===== config.mk =====
export PLATFORM = sky130hd
export DESIGN_NAME = multi_slot_tick_trigger_bank_unit
export DESIGN_NICKNAME = d
export VERILOG_FILES = /design/src/sv/mstb_pkg.sv /design/src/sv/mstb_ctrl.sv /design/src/sv/mstb_datapath.sv /design/src/sv/multi_slot_tick_trigger_bank_unit.sv
export SDC_FILE = /design/constraint.sdc
export NUM_CORES = 1
export LEC_CHECK = 0
export BUFFER_PORTS_ARGS = -buffer_cell sky130_fd_sc_hd__buf_4
export CORE_MARGIN = 2
export CORE_UTILIZATION = 40
export DETAILED_ROUTE_END_ITERATION = 10
export PLACE_DENSITY = 0.61
export SYNTH_ARGS = -nofsm -noshare
export SYNTH_HDL_FRONTEND = slang
export SYNTH_SLANG_ARGS = --single-unit

===== constraint.sdc =====
create_clock -name clk -period 10.1 [get_ports clk]
set_input_delay 0.505 -clock clk [delete_from_list [all_inputs] [get_ports clk]]
set_output_delay 0.505 -clock clk [all_outputs]
set_load 0.1 [all_outputs]

===== src/sv/mstb_pkg.sv =====
package mstb_pkg;

    // Request codes carried in req_type.
    localparam logic [1:0] REQ_TICK     = 2'd0;
    localparam logic [1:0] REQ_REGISTER = 2'd1;
    localparam logic [1:0] REQ_QUERY    = 2'd2;

    // Slot modes. Code 3 is stored as stopped.
    localparam logic [1:0] MODE_STOPPED = 2'd0;
    localparam logic [1:0] MODE_UP      = 2'd1;
    localparam logic [1:0] MODE_DOWN    = 2'd2;

    // Response status codes.
    localparam logic [2:0] STAT_OK      = 3'd0;
    localparam logic [2:0] STAT_FULL    = 3'd1;
    localparam logic [2:0] STAT_BAD     = 3'd2;
    localparam logic [2:0] STAT_NOT_YET = 3'd3;
    localparam logic [2:0] STAT_FIRED   = 3'd4;

    localparam logic [15:0] LIMIT_RESET = 16'hFFFF;

    typedef struct packed {
        logic [1:0]  req_type;
        logic [1:0]  slot_mode;
        logic [15:0] reload_value;
        logic [2:0]  query_slot;
    } req_item_t;

    typedef struct packed {
        logic [2:0]  status;
        logic [2:0]  given_slot;
        logic [15:0] excess_ticks;
    } rsp_item_t;

    // One slot as held in the slot memory.
    typedef struct packed {
        logic [1:0]  mode;
        logic [15:0] counter;
        logic [15:0] reload;
    } slot_word_t;

    typedef enum logic [1:0] {
        S_IDLE,
        S_TICK,
        S_QUERY,
        S_DONE
    } ctrl_state_t;

    // Controller to datapath.
    typedef struct packed {
        logic accept;
        logic tick_step;
        logic query_wb;
        logic finish;
    } dp_cmd_t;

    // Datapath to controller.
    typedef struct packed {
        logic qry_bad;
        logic sweep_more;
        logic wb_pending;
        logic out_free;
    } dp_sts_t;

endpackage


===== src/sv/mstb_ctrl.sv =====
module mstb_ctrl (
    input  logic              clk,
    input  logic              rst_n,
    input  logic              req_valid,
    output logic              req_ready,
    input  logic [1:0]        req_type,
    input  mstb_pkg::dp_sts_t sts,
    output mstb_pkg::dp_cmd_t cmd
);
    import mstb_pkg::*;

    ctrl_state_t state_reg;
    ctrl_state_t state_next;

    always_ff @(posedge clk or negedge rst_n)
    begin
        if (!rst_n)
        begin
            state_reg <= S_IDLE;
        end
        else
        begin
            state_reg <= state_next;
        end
    end

    always_comb
    begin
        state_next = state_reg;
        req_ready  = 1'b0;
        cmd        = '0;
        unique case (state_reg)
            S_IDLE:
            begin
                req_ready = 1'b1;
                if (req_valid)
                begin
                    cmd.accept = 1'b1;
                    if (req_type == REQ_TICK)
                    begin
                        state_next = S_TICK;
                    end
                    else if (req_type == REQ_QUERY && !sts.qry_bad)
                    begin
                        state_next = S_QUERY;
                    end
                    else
                    begin
                        state_next = S_DONE;
                    end
                end
            end
            S_TICK:
            begin
                cmd.tick_step = 1'b1;
                if (!sts.sweep_more && !sts.wb_pending)
                begin
                    state_next = S_DONE;
                end
            end
            S_QUERY:
            begin
                cmd.query_wb = 1'b1;
                state_next   = S_DONE;
            end
            S_DONE:
            begin
                if (sts.out_free)
                begin
                    cmd.finish = 1'b1;
                    state_next = S_IDLE;
                end
            end
            default:
            begin
                state_next = S_IDLE;
            end
        endcase
    end

endmodule


===== src/sv/mstb_datapath.sv =====
module mstb_datapath #(
    parameter int NUM_SLOTS = 8
) (
    input  logic                clk,
    input  logic                rst_n,
    input  logic                cfg_wr_en,
    input  logic [15:0]         cfg_wr_data,
    input  mstb_pkg::req_item_t req,
    input  mstb_pkg::dp_cmd_t   cmd,
    output mstb_pkg::dp_sts_t   sts,
    input  logic                rsp_ready,
    output logic                rsp_valid,
    output mstb_pkg::rsp_item_t rsp
);
    import mstb_pkg::*;

    localparam int IDX_W = (NUM_SLOTS > 1) ? $clog2(NUM_SLOTS) : 1;
    localparam int CNT_W = $clog2(NUM_SLOTS + 1);
    localparam int CMP_W = (CNT_W > 3) ? CNT_W : 3;

    // Slot memory: one write port, one registered read port.
    slot_word_t slot_mem [NUM_SLOTS];
    slot_word_t rd_data_reg;

    logic [CNT_W-1:0] count_reg;
    logic [CNT_W-1:0] sweep_reg;
    logic             wb_pending_reg;
    logic [IDX_W-1:0] wb_addr_reg;
    logic [15:0]      limit_reg;
    rsp_item_t        res_reg;
    rsp_item_t        rsp_reg;
    logic             rsp_valid_reg;

    logic             mem_we;
    logic [IDX_W-1:0] mem_waddr;
    slot_word_t       mem_wdata;
    logic             mem_re;
    logic [IDX_W-1:0] mem_raddr;

    logic             is_reg;
    logic             is_qry;
    logic             full;
    logic [CMP_W-1:0] id_ext;
    logic [CMP_W-1:0] count_ext;
    logic             id_bad;
    logic             sweep_more;
    logic             out_free;
    logic [1:0]       new_mode;
    slot_word_t       new_word;
    slot_word_t       tick_word;
    slot_word_t       q_word;
    logic [2:0]       q_status;
    logic [15:0]      q_excess;
    rsp_item_t        acc_res;

    assign is_reg     = (req.req_type == REQ_REGISTER);
    assign is_qry     = (req.req_type == REQ_QUERY);
    assign full       = (count_reg == CNT_W'(NUM_SLOTS));
    assign id_ext     = CMP_W'(req.query_slot);
    assign count_ext  = CMP_W'(count_reg);
    assign id_bad     = (id_ext >= count_ext);
    assign sweep_more = (sweep_reg < count_reg);
    assign out_free   = !rsp_valid_reg || rsp_ready;

    assign sts.qry_bad    = id_bad;
    assign sts.sweep_more = sweep_more;
    assign sts.wb_pending = wb_pending_reg;
    assign sts.out_free   = out_free;

    // New slot on register: an unknown mode is stored as stopped.
    always_comb
    begin
        new_mode = (req.slot_mode == MODE_UP || req.slot_mode == MODE_DOWN) ?
                   req.slot_mode : MODE_STOPPED;
        new_word.mode    = new_mode;
        new_word.reload  = req.reload_value;
        new_word.counter = (new_mode == MODE_UP) ? 16'd0 : req.reload_value;
    end

    // One slot's counter after a tick.
    always_comb
    begin
        tick_word = rd_data_reg;
        if (rd_data_reg.mode == MODE_DOWN)
        begin
            if (rd_data_reg.counter != 16'd0)
            begin
                tick_word.counter = rd_data_reg.counter - 16'd1;
            end
        end
        else if (rd_data_reg.mode == MODE_UP)
        begin
            if (rd_data_reg.counter < limit_reg)
            begin
                tick_word.counter = rd_data_reg.counter + 16'd1;
            end
        end
    end

    // Query of an allocated slot.
    always_comb
    begin
        q_word   = rd_data_reg;
        q_status = STAT_BAD;
        q_excess = 16'd0;
        if (rd_data_reg.mode == MODE_UP)
        begin
            if (rd_data_reg.reload > rd_data_reg.counter)
            begin
                q_status = STAT_NOT_YET;
            end
            else
            begin
                q_status       = STAT_FIRED;
                q_excess       = rd_data_reg.counter - rd_data_reg.reload;
                q_word.counter = 16'd0;
            end
        end
        else if (rd_data_reg.mode == MODE_DOWN)
        begin
            if (rd_data_reg.counter != 16'd0)
            begin
                q_status = STAT_NOT_YET;
            end
            else
            begin
                q_status       = STAT_FIRED;
                q_word.counter = rd_data_reg.reload;
            end
        end
    end

    // Result known at accept time for everything but a good query.
    always_comb
    begin
        acc_res.status       = STAT_OK;
        acc_res.given_slot   = 3'd0;
        acc_res.excess_ticks = 16'd0;
        if (is_reg)
        begin
            if (full)
            begin
                acc_res.status = STAT_FULL;
            end
            else
            begin
                acc_res.given_slot = count_ext[2:0];
            end
        end
        else if (is_qry && id_bad)
        begin
            acc_res.status = STAT_BAD;
        end
    end

    // Memory port control.
    always_comb
    begin
        mem_we    = 1'b0;
        mem_waddr = wb_addr_reg;
        mem_wdata = tick_word;
        mem_re    = 1'b0;
        mem_raddr = sweep_reg[IDX_W-1:0];
        if (cmd.accept && is_reg && !full)
        begin
            mem_we    = 1'b1;
            mem_waddr = count_reg[IDX_W-1:0];
            mem_wdata = new_word;
        end
        if (cmd.accept && is_qry)
        begin
            mem_re    = 1'b1;
            mem_raddr = id_ext[IDX_W-1:0];
        end
        if (cmd.tick_step)
        begin
            mem_we = wb_pending_reg;
            mem_re = sweep_more;
        end
        if (cmd.query_wb)
        begin
            mem_we    = 1'b1;
            mem_wdata = q_word;
        end
    end

    always_ff @(posedge clk)
    begin
        if (mem_we)
        begin
            slot_mem[mem_waddr] <= mem_wdata;
        end
        if (mem_re)
        begin
            rd_data_reg <= slot_mem[mem_raddr];
        end
    end

    always_ff @(posedge clk or negedge rst_n)
    begin
        if (!rst_n)
        begin
            count_reg      <= '0;
            sweep_reg      <= '0;
            wb_pending_reg <= 1'b0;
            limit_reg      <= LIMIT_RESET;
            rsp_valid_reg  <= 1'b0;
        end
        else
        begin
            if (cfg_wr_en)
            begin
                limit_reg <= cfg_wr_data;
            end
            if (cmd.accept)
            begin
                sweep_reg      <= '0;
                wb_pending_reg <= 1'b0;
                if (is_reg && !full)
                begin
                    count_reg <= count_reg + CNT_W'(1);
                end
            end
            else if (cmd.tick_step)
            begin
                wb_pending_reg <= sweep_more;
                if (sweep_more)
                begin
                    sweep_reg <= sweep_reg + CNT_W'(1);
                end
            end
            if (cmd.finish)
            begin
                rsp_valid_reg <= 1'b1;
            end
            else if (rsp_ready)
            begin
                rsp_valid_reg <= 1'b0;
            end
        end
    end

    always_ff @(posedge clk)
    begin
        if (cmd.accept)
        begin
            res_reg <= acc_res;
            if (is_qry)
            begin
                wb_addr_reg <= id_ext[IDX_W-1:0];
            end
        end
        else if (cmd.tick_step && sweep_more)
        begin
            wb_addr_reg <= sweep_reg[IDX_W-1:0];
        end
        if (cmd.query_wb)
        begin
            res_reg.status       <= q_status;
            res_reg.given_slot   <= 3'd0;
            res_reg.excess_ticks <= q_excess;
        end
        if (cmd.finish)
        begin
            rsp_reg <= res_reg;
        end
    end

    assign rsp_valid = rsp_valid_reg;
    assign rsp       = rsp_reg;

    a_count_in_range: assert property (@(posedge clk) disable iff (!rst_n)
        count_reg <= CNT_W'(NUM_SLOTS))
        else $error("allocated slot count exceeds the bank size");

    a_tick_wb_allocated: assert property (@(posedge clk) disable iff (!rst_n)
        (cmd.tick_step && wb_pending_reg) |-> (CNT_W'(wb_addr_reg) < count_reg))
        else $error("tick write-back to an unallocated slot");

    a_finish_needs_room: assert property (@(posedge clk) disable iff (!rst_n)
        cmd.finish |-> out_free)
        else $error("response loaded while the output register is held");

    a_query_wb_after_accept: assert property (@(posedge clk) disable iff (!rst_n)
        cmd.query_wb |-> $past(cmd.accept))
        else $error("query write-back without a read in the previous cycle");

endmodule


===== src/sv/multi_slot_tick_trigger_bank_unit.sv =====
// Bank of tick-driven trigger slots.
//
// Requests enter on req_valid/req_ready with the payload in req; every
// request produces exactly one response item on rsp_valid/rsp_ready with
// the payload in rsp. A request is a tick, a slot registration or a slot
// query. The user writes the saturation limit for count-up slots through
// cfg_wr_en/cfg_wr_data while the block is idle; it does not enforce this.
//
// Sequencing: the block works on one item at a time. A registration, an
// unknown request or a query of an unallocated slot goes from acceptance
// straight to loading the response; a good query first reads the memory,
// then evaluates and writes back. A tick sweeps the allocated slots through
// the single slot memory, one slot per cycle with read and write-back
// overlapped. The next item is accepted the cycle after the response is
// loaded.
//
// A stalled receiver holds the finished item in the output register and
// the next item waits for it. Reset empties the bank, sets the limit to
// 65535 and drops any response in flight; no clearing pass is needed
// because the contents of an unallocated slot are never used.
module multi_slot_tick_trigger_bank_unit #(
    parameter int NUM_SLOTS = 8
) (
    input  logic                clk,
    input  logic                rst_n,
    input  logic                req_valid,
    output logic                req_ready,
    input  mstb_pkg::req_item_t req,
    output logic                rsp_valid,
    input  logic                rsp_ready,
    output mstb_pkg::rsp_item_t rsp,
    input  logic                cfg_wr_en,
    input  logic [15:0]         cfg_wr_data
);
    import mstb_pkg::*;

    // Command and status between the sequencer and the datapath.
    dp_cmd_t cmd;
    dp_sts_t sts;

    // The controller decides when items are accepted, swept and answered.
    mstb_ctrl u_ctrl (
        .clk       (clk),
        .rst_n     (rst_n),
        .req_valid (req_valid),
        .req_ready (req_ready),
        .req_type  (req.req_type),
        .sts       (sts),
        .cmd       (cmd)
    );

    // The datapath holds the slot memory, the fill count, the limit
    // register and the response register.
    mstb_datapath #(
        .NUM_SLOTS (NUM_SLOTS)
    ) u_datapath (
        .clk         (clk),
        .rst_n       (rst_n),
        .cfg_wr_en   (cfg_wr_en),
        .cfg_wr_data (cfg_wr_data),
        .req         (req),
        .cmd         (cmd),
        .sts         (sts),
        .rsp_ready   (rsp_ready),
        .rsp_valid   (rsp_valid),
        .rsp         (rsp)
    );

endmodule

# Word-level counts from Yosys, hierarchy flattened
# Memories as Yosys holds them, arrays and structs flattened. A register that Yosys moved wholly into a read port is not among the register bits.
# Cells that the tools add are included.
# Widths: inputs -> output; s select.
[totals]
regBits = 75
mem_bits_rw = 272
inputBits = 44
output_inout_bits = 24
mem_count = 1
[op_classes]
n_addsub = 5
order_cmp = 4
n_eq_ne = 15
mux = 57
reduce_logical = 27
[memory_table]
columns = ["memory", "words", "word_bits", "rd", "rd_clocked_by_memory_dff", "write_ports", "line_no", "text"]
rows = [
  ["u_datapath.slot_mem", 8, 34, 1, 1, 1, "mstb_datapath.sv:22", "slot_word_t slot_mem [NUM_SLOTS];"],
]
[op_table]
columns = ["operator", "count"]
rows = [
  ["$mux 16", 11],
  ["$mux 34", 2],
  ["$mux 22", 2],
  ["$mux 3", 12],
  ["$mux 1", 20],
  ["$add 16x1->16 const B", 1],
  ["$gt 16x16->1", 1],
  ["$lt 16x16->1", 1],
  ["$reduce_bool 16->1", 1],
  ["$sub 16x1->16 const B", 1],
  ["$sub 16x16->16", 1],
  ["$mux 2", 6],
  ["$mux 4", 3],
  ["$eq 2x1->1 const B", 5],
  ["$eq 2x2->1 const B", 5],
  ["$reduce_bool 2->1", 5],
  ["$add 4x1->4 const B", 2],
  ["$logic_and 1x1->1", 8],
  ["$pmux 2 s4", 1],
  ["$reduce_and 2->1", 3],
  ["$logic_not 1->1", 5],
  ["$eq 4x4->1 const B", 1],
  ["$ge 3x4->1", 1],
  ["$logic_not 2->1", 2],
  ["other kinds (5)", 8],
]

# Longest topological paths before layout
# Gate-level depths: netlist (run 1).
[depth]
ltp_word = 9
depth_mapped = 11
ltp_nobuf = 10

# Cells and area by module
# From an unflattened synthesis (run 1), not the netlist that was laid out.
[unflattened]
cells_unflattened = 1518
area_unflattened_um2 = 17317.9
[modules_own_cells]
columns = ["module", "n_inst", "cells_per_inst", "area_each_um2", "seq_area_each_um2"]
rows = [
  ["mstb_datapath", 1, 1498, 17127.7, 11240.8],
  ["mstb_ctrl", 1, 20, 190.2, 50.0],
]

# Worst setup path before layout (run 1)
# OpenSTA, ideal clock, no wires.
[synth_timing]
path_kind = "reg-to-reg"
start = "register u_ctrl.state_reg[0]"
end = "memory u_datapath.slot_mem[3][0] (netlist bit) (enable)"
setup_ns = 0.468
arrival_ns = 4.723
required_ns = 9.632
slack_ns = 4.909
stages_incl_launch_ff = 9
n_path_buf = 1
path_cell_list = "dfrtp_1 -> inv_1 -> ha_1 -> and4b_1 -> nand2b_1 -> buf_1 -> o21ai_0 -> nand2_1 -> nor3_1"
[synth_via]
elab_chain_len = 9
word_cells_on_any_way = 14
classes_between = "eq/ne (2); mux (9); reduce/logical (3)"
[synth_rtl]
columns = ["item", "line_no", "text"]
rows = [
  ["start: declaration", "mstb_ctrl.sv:12", "ctrl_state_t state_reg;"],
  ["start signal: assignment", "mstb_ctrl.sv:23", "state_reg <= state_next;"],
  ["$logic_not 2->1", "mstb_ctrl.sv:32", "unique case (state_reg)"],
  ["$mux 1", "mstb_ctrl.sv:32", ""],
  ["$logic_and 1x1->1 (2 in a row)", "mstb_datapath.sv:164", "if (cmd.accept && is_reg && !full)"],
  ["$mux 1", "mstb_datapath.sv:164", ""],
  ["$mux 1", "mstb_datapath.sv:175", "if (cmd.tick_step)"],
  ["$mux 1", "mstb_datapath.sv:180", "if (cmd.query_wb)"],
  ["$mux 1", "mstb_datapath.sv:189", "if (mem_we)"],
  ["$mux 1 (implied by the code)", "mstb_datapath.sv:191", "slot_mem[mem_waddr] <= mem_wdata;"],
  ["end: declaration", "mstb_datapath.sv:22", ""],
]
# Parallel ways exist; a longest one is shown, timed or not.

# Final worst setup path (run 1)
[layout_timing]
start = "register u_ctrl.state_reg[0]"
end = "register, netlist name u_datapath.q_word[4]"
[layout_via]
elab_chain_len = 5
word_cells_on_any_way = 8
classes_between = "eq/ne (1); mux (5); reduce/logical (2)"
[layout_rtl]
columns = ["item", "line_no", "text"]
rows = [
  ["$logic_not 2->1", "mstb_ctrl.sv:32", ""],
  ["$mux 1", "mstb_ctrl.sv:32", ""],
  ["$logic_and 1x1->1", "mstb_datapath.sv:170", "if (cmd.accept && is_qry)"],
  ["$mux 1", "mstb_datapath.sv:170", ""],
  ["$mux 1", "mstb_datapath.sv:175", ""],
]
# Parallel ways exist; a longest one is shown, timed or not.
# A chain may end at the register's enable or synchronous reset.

==> metrics.txt, run 1 <==
row cnt=75; leading area contributor after synthesis=edfxtp_1; Post-CTS Hold Fix Bufs=1; Max Fanout on Critical Path=38; Slew HR=23.98%; Die Area=43770 µm²; CTS buffer count=39; port buffer count=67; number of max-cap violations=0; main area contributors after synthesis=edfxtp_1 (62%), mux4_2 (9.1%), ha_1 (3.4%); peak supply drop=0.1371 mV; global-route wire length before repair=58.60 mm; Syn-to-layout area delta=14.52%; arrival time worst endpoint=4.34 ns; syn avg cell area=15.60 µm²; Post-Syn Area=16840 µm²; Die Y=209.2 µm; GRT Resource Usage Total=17.95%; Pleak=6.637 nW; final number of hold-violating endpoints=0; layout cells sized above 1=23.51%; pre-CTS setup slack=5.956 ns; Synth Register Bits=381; CP endpoint kind=flip-flop; Longest Clk Path Bufs=3; clock sinks=381; hold path depth=3; Util after Layout=46.19%; vias=9656; Mapped Cells=1080; number of setup buffers added after CTS=0; Residual DRC=0; Max Fclk=246.3 MHz; number of DRC markers in iteration 0=1044; Max Clock Skew=0.01231 ns; Filler cells=3570; largest net degree at the start of global routing=69; RSZ-0062 raised after global routing=false; TritonRoute pass-1 iters=6; number of global-route vias before repair=9345; syn nets=1171; worst reg2reg path depth=9; Seq. cell area=11290 µm²; fin nets=1257; Final Worst Setup Slack=6.040 ns; Worst-path clk slew=0.06 ns; Hold Crit Class=in2reg; Final setup viols=0; Vias/cell=5.569; Yosys cell types=71; area occupied by multi-input gates=5256 µm²; fin crit share=40.20%; crit path kind=reg2reg; htree depth=2; Post-Route WL=39.19 mm; Async S/R FF share, synth=7.349%; Post-DP HPWL=23.84 mm; initial core utilization=40.34%; root buffer cell=clkbuf_16; gpl congestion=0.8822; routed length per instance=22.60 µm; initial antenna violation count=0; core region area=41760 µm²; clock latency on the worst-skew pair=0.53 ns; top cells by count, synth=edfxtp_1 (350), nand2_1 (84), mux4_2 (68); grt ovf=0; top_reg_cell synth=edfxtp_1; register area share after synthesis=67.03%; min cycle time layout=4.060 ns; Required @ worst endpoint=10.38 ns; top-count cell post-synth=edfxtp_1; Ys Warns=0; post-CTS sizing=0; Top Ports=68; Ant. Diodes=0; setup_tns=0 ns; Power Density=336.6 nW/µm²; Slew Limit Fails=0; TritonCTS clock tree=yes; Tightest Pin Transition=1.128 ns; outcome=complete, no violations; post-synth top area share=62.40%; Final ANT Viol Nets=0; Post-synth EDFFs=350; startpoint types=flip-flop; max reg flops=272; die span in x=209.2 µm
## report_power, final
| part | switching (mW) | internal, mW |
|---|---|---|
| sequential | 0.261 | 2.42 |
| clock | 0.567 | 0.818 |
| combinational | 1.55 | 0.875 |
| total | 2.38 | 4.12 |
## cell families (layout without fill, tap and decap cells)
group	count (synthesis)	in the layout	share of synthesized area (%)
AO/OA/AOI/OAI	174	174	6.634
XOR/XNOR	25	25	1.300
AND/OR/NAND/NOR	249	249	7.094
adder cells (fa/ha/maj)	47	47	3.536
multiplexers	113	113	12.07
buffers and inverters	91	206	2.333
flip-flops	381	381	67.03
## layer usage
metal  routed length (µm)  GRT usage (%)  share of wire [%]  vias up
met2                18490          29.08                 47      343
met3                 2645          2.720                6.7       47
met4                  878          5.271                2.2        0
met5                    0              0                  0        -
met1                17170          25.27                 44     4878
li1                     -              -                  -     4388
## per-stage QoR
step	std cells	cell area, µm²	hold WS [ns]	power, mW
floorplan	1080	16840	0.2094	4.404
global placement	1663	18050	0.4023	5.098
detailed placement	1663	18050	0.4045	5.144
CTS	1734	19290	0.1713	6.549
global route	1734	19290	0.1845	6.838
finish	1734	19290	0.1970	6.493
## area by class of cell
class / instances / share of cell area, %
clock buffers: 50 / 5.494
clock inverters: 20 / 0.8951
inverters: 50 / 0.9729
multi-input cells: 608 / 27.25
flip-flops and latches: 381 / 58.53
well taps: 539 / 3.496
repair buffers: 86 / 3.360
## critical path: stages (launching register included)
cell and delay (ns):
dfrtp_1 0.41, inv_1 0.09, ha_1 0.28, and2_1 0.42, nand3_4 0.24, a21oi_4 0.19
buf_4 0.54, buf_4 0.73, mux4_2 0.59, mux2_2 0.27
## path summary, 6_finish.rpt
check	from	endpoint	slack [ns]
worst max register to register	u_ctrl.state_reg[0]	u_datapath.q_word[4]	6.04
worst max-delay path	u_ctrl.state_reg[0]	u_datapath.q_word[4]	6.04
worst min-delay path	cfg_wr_data[10]	u_datapath.limit_reg[10]	0.20
max in group asynchronous	rst_n	u_datapath.limit_reg[14]	9.32
min in group asynchronous	rst_n	u_ctrl.state_reg[1]	0.44
worst min register to register	u_datapath.res_reg[12]	u_datapath.rsp[12]	0.42
## cells in the final DEF, fill, tap and decap left out, types with 16 or more instances in the layout
master / Yosys / final
dfstp_2: 16 / 16
ha_1: 46 / 46
nand3_1: 21 / 21
mux2_2: 41 / 41
nor2_1: 61 / 56
nand2_1: 84 / 84
o21ai_0: 66 / 66
buf_4: 1 / 85
mux4_2: 68 / 68
clkbuf_16: 0 / 41
edfxtp_1: 350 / 350
inv_1: 50 / 50
a21oi_1: 26 / 26
(Power assumes the default switching activity.)
==> run 2, diff against run 1 <==
Settings changed: ABC_AREA set to 1.
Clock period 10.1 ns to 3.8 ns, I/O delays scaled along.
==> run 2 against run 1 <==
Net effect: global-route usage is 2.4 points higher; wire length is 16% higher; final cell count is 31% higher; first-iteration DRC count is 34% higher; power grew to 2.9 times the previous value; area after synthesis is 3.4% higher; worst hold slack worse by 0.16 ns; sequential power grew to 2.6 times the previous value; die area is 3.3% higher; setup slack worse by 5.4 ns; critical path depth is 1 higher; critical path type unchanged; largest power group is now combinational logic.
==> metrics.txt, run 2 <==
htree depth=2 (unchanged); post-synth top area share=60.34% (-2.1 points); Vias/cell=5.357 (-3.8%); Tightest Pin Transition=1.241 ns (+0.1127 ns); layout cells sized above 1=13.39% (-10 points); GRT Resource Usage Total=20.36% (+2.4 points); vias=12176 (+26%); Hold Crit Class=in2reg; root buffer cell=clkbuf_16; CP endpoint kind=flip-flop; Final Worst Setup Slack=0.6089 ns (-5.431 ns); switching share of power=41.66% (+5.0 points); initial antenna violation count=0 (unchanged); Pleak=7.566 nW (+14%); clock latency on the worst-skew pair=0.58 ns (+0.05 ns); number of DRC markers in iteration 0=1398 (+34%); internal cell power=11.13 mW (+170%); Slew Limit Fails=0 (unchanged); Most Crowded Layer GR=met2; startpoint types=flip-flop; pre-CTS setup slack=0.6327 ns (-5.324 ns); Die Y=212.7 µm (+1.7%); met2 usage=31.28% (+2.2 points); DP Area=18780 µm² (+4.1%); Final setup viols=0 (unchanged); main area contributors after synthesis=edfxtp_1 (60%), o21ai_0 (4.8%), nand2_1 (4.8%); Top Ports=68 (unchanged); CTS buffer count=40 (+2.6%); met1 Use GR=28.37% (+3.1 points); fin crit share=83.98% (+44 points); grt ovf=0 (unchanged); number of max-cap violations=0 (unchanged); clock network power share=20.5% (-0.8 points); number of setup buffers added after CTS=0 (unchanged); die span in x=212.7 µm (+1.7%); largest net degree at the start of global routing=72 (+4.3%); crit-path cells=ha_1, a21oi_1, o21ai_1, a21oi_2, o21ai_2, nand3_1, nand2_2, nor2_4, o21ai_0, o21ai_0; top cells by count, synth=edfxtp_1 (350), nand2_1 (221), nor2_1 (170); peak supply drop=0.4864 mV (+250%); Worst path max stage delay=0.63 ns (-0.10 ns); gpl congestion=0.9053 (+2.6%); Longest Clk Path Bufs=3 (unchanged); Comb power frac=42.5% (+5.2 points); Max Fclk=313.4 MHz (+27%); outcome=complete, no violations; core region area=43080 µm² (+3.2%); Final ANT Viol Nets=0 (unchanged); arrival time worst endpoint=3.45 ns (-0.89 ns); Worst-path clk slew=0.06 ns (about the same); fin nets=1749 (+39%); Max Fanout on Critical Path=15 (-61%); syn nets=1640 (+40%); min cycle time layout=3.191 ns (-0.8694 ns); TritonRoute pass-1 iters=5 (-1); Ys Warns=0 (unchanged); hold_ws=0.03364 ns (-0.1633 ns); global-route wire length before repair=69.27 mm (+18%); crit path kind=reg2reg; initial core utilization=40.44% (+0.10 points); switching power=7.949 mW (+230%); Yosys cell types=50 (-30%); Post-synth EDFFs=350 (unchanged); Syn-to-layout area delta=17.25%; Max Clock Skew=0.02056 ns (+0.008254 ns); Required @ worst endpoint=4.06 ns (-6.32 ns); row cnt=76 (+1.3%); most frequent cells in the layout=edfxtp_1 (350), nand2_1 (221), o21ai_0 (166); leading area contributor after synthesis=edfxtp_1; Residual DRC=0 (unchanged); TritonCTS clock tree=yes; Mapped Cells=1549 (+43%); syn avg cell area=11.25 µm² (-28%); Synth Register Bits=381 (unchanged); CP Buf/Inv Count=0 (-3); clock sinks=381 (unchanged); Worst path most repeated cell=o21ai_0; final non-filler cell area=20420 µm² (+5.9%); Async S/R FF share, synth=7.349% (unchanged); Post-DP HPWL=29.41 mm (+23%); top_reg_cell synth=edfxtp_1; number of global-route vias before repair=11739 (+26%); Slew HR=16.38% (-7.6 points); crit-path leading delay family=compound AO/OA/AOI/OAI gates; Crit-path slowest cell=o21ai_0; final number of hold-violating endpoints=0 (unchanged); port buffer count=67 (unchanged); commonest non-fill, non-tap cell in the layout=edfxtp_1; sequential share of power=37.0% (-4.3 points); max reg flops=272 (unchanged); RSZ-0062 raised after global routing=false; register area share after synthesis=64.82% (-2.2 points); Post-Route WL=45.53 mm (+16%); Post-Syn Area=17420 µm² (+3.4%); Ant. Diodes=0 (unchanged); post-CTS sizing=0 (unchanged); Power Density=934.3 nW/µm² (+180%); routed length per instance=20.03 µm (-11%); M3 GR Usage=3.765% (+1.0 points); Die Area=45230 µm² (+3.3%); top-count cell post-synth=edfxtp_1
## run 2: changes by cell type in the layout (fill, tap and decap cells not counted), moves of 19 or more
cell / before / now
nand2_1: 84 / 221
nor2_1: 56 / 161
o21ai_0: 66 / 166
o21bai_1: 3 / 72
mux4_2: 68 / 0
inv_1: 50 / 111
o21ai_1: 3 / 46
mux2_2: 41 / 2
o22ai_1: 1 / 34
dlygate4sd3_1: 1 / 33
a31oi_1: 10 / 35
nand3_1: 21 / 45
a21oi_1: 26 / 45
## run 2: area by class of cell
type	instances	area (µm²)
clock inverters	26	270.3
well taps	585	732.0
clock buffers	46	1044
inverters	124	471.7
multi-input cells	973	5360
repair buffers	138	1256
fillers	3840	22650
flip-flops and latches	381	11290
## run 2: final timing paths
check / startpoint / end / slack, ns / depth (start not counted)
max: u_datapath.rd_data_reg[21] / u_datapath.slot_mem[4][26] / 0.61 / 10
min: cfg_wr_en / u_datapath.limit_reg[11] / 0.03 / 3
max reg2reg: u_datapath.rd_data_reg[21] / u_datapath.slot_mem[4][26] / 0.61 / 10
min reg2reg: u_datapath.res_reg[10] / u_datapath.rsp[10] / 0.42 / 0
max in group asynchronous: rst_n / u_datapath.limit_reg[15] / 3.37 / 2
min in group asynchronous: rst_n / u_datapath.count_ext[1] / 0.09 / 2
## run 2: stage by stage
step,cells,util (%),setup TNS (ns),power (mW)
global route,2273,47.41,0,20.24
detailed placement,2168,43.60,0,15.17
finish,2273,47.41,0,19.08
CTS,2273,47.41,0,19.14
global placement,2168,43.60,0,15.02
floorplan,1549,-,-111.50,12.56
## run 2: logic make-up after synthesis
family          after synthesis  share of synthesized area, %
simple gates                475                         11.36
fa+ha+maj                    47                         3.419
flops                       381                         64.82
xor+xnor                     13                        0.6536
buf+inv                     195                         4.963
mux                           2                        0.1293
compound gates              436                         14.65
## run 2: routing by layer
metal	part of all wire (%)	vias up
li1	-	5755
met3	6.5	90
met2	44	438
met4	3.5	0
met5	0	-
met1	46	5893
## run 2: power by group through the flow
stage          Sequential [mW]  Combinational [mW]  Clock, mW
4_1_cts                   7.05                8.10       3.99
6_report                  7.06                8.12       3.91
5_1_grt                   7.15                8.96       4.13
2_1_floorplan             7.69                4.87          0
3_3_place_gp              7.10                7.92          0
3_5_place_dp              7.13                8.03          0
## run 2: repair_timing
action,4_1_cts,5_1_grt
hold endpoints to repair,47,0
hold buffers,33,0
endpoints found under the setup margin,0,0
## run 2: worst register-to-register path: cells and delay by family, from the launching register on
kind,cells,cell delay (ns)
AO/OA/AOI/OAI,6,1.34
adder cells (fa/ha/maj),1,0.43
flip-flops,1,0.57
AND/OR/NAND/NOR,3,0.54
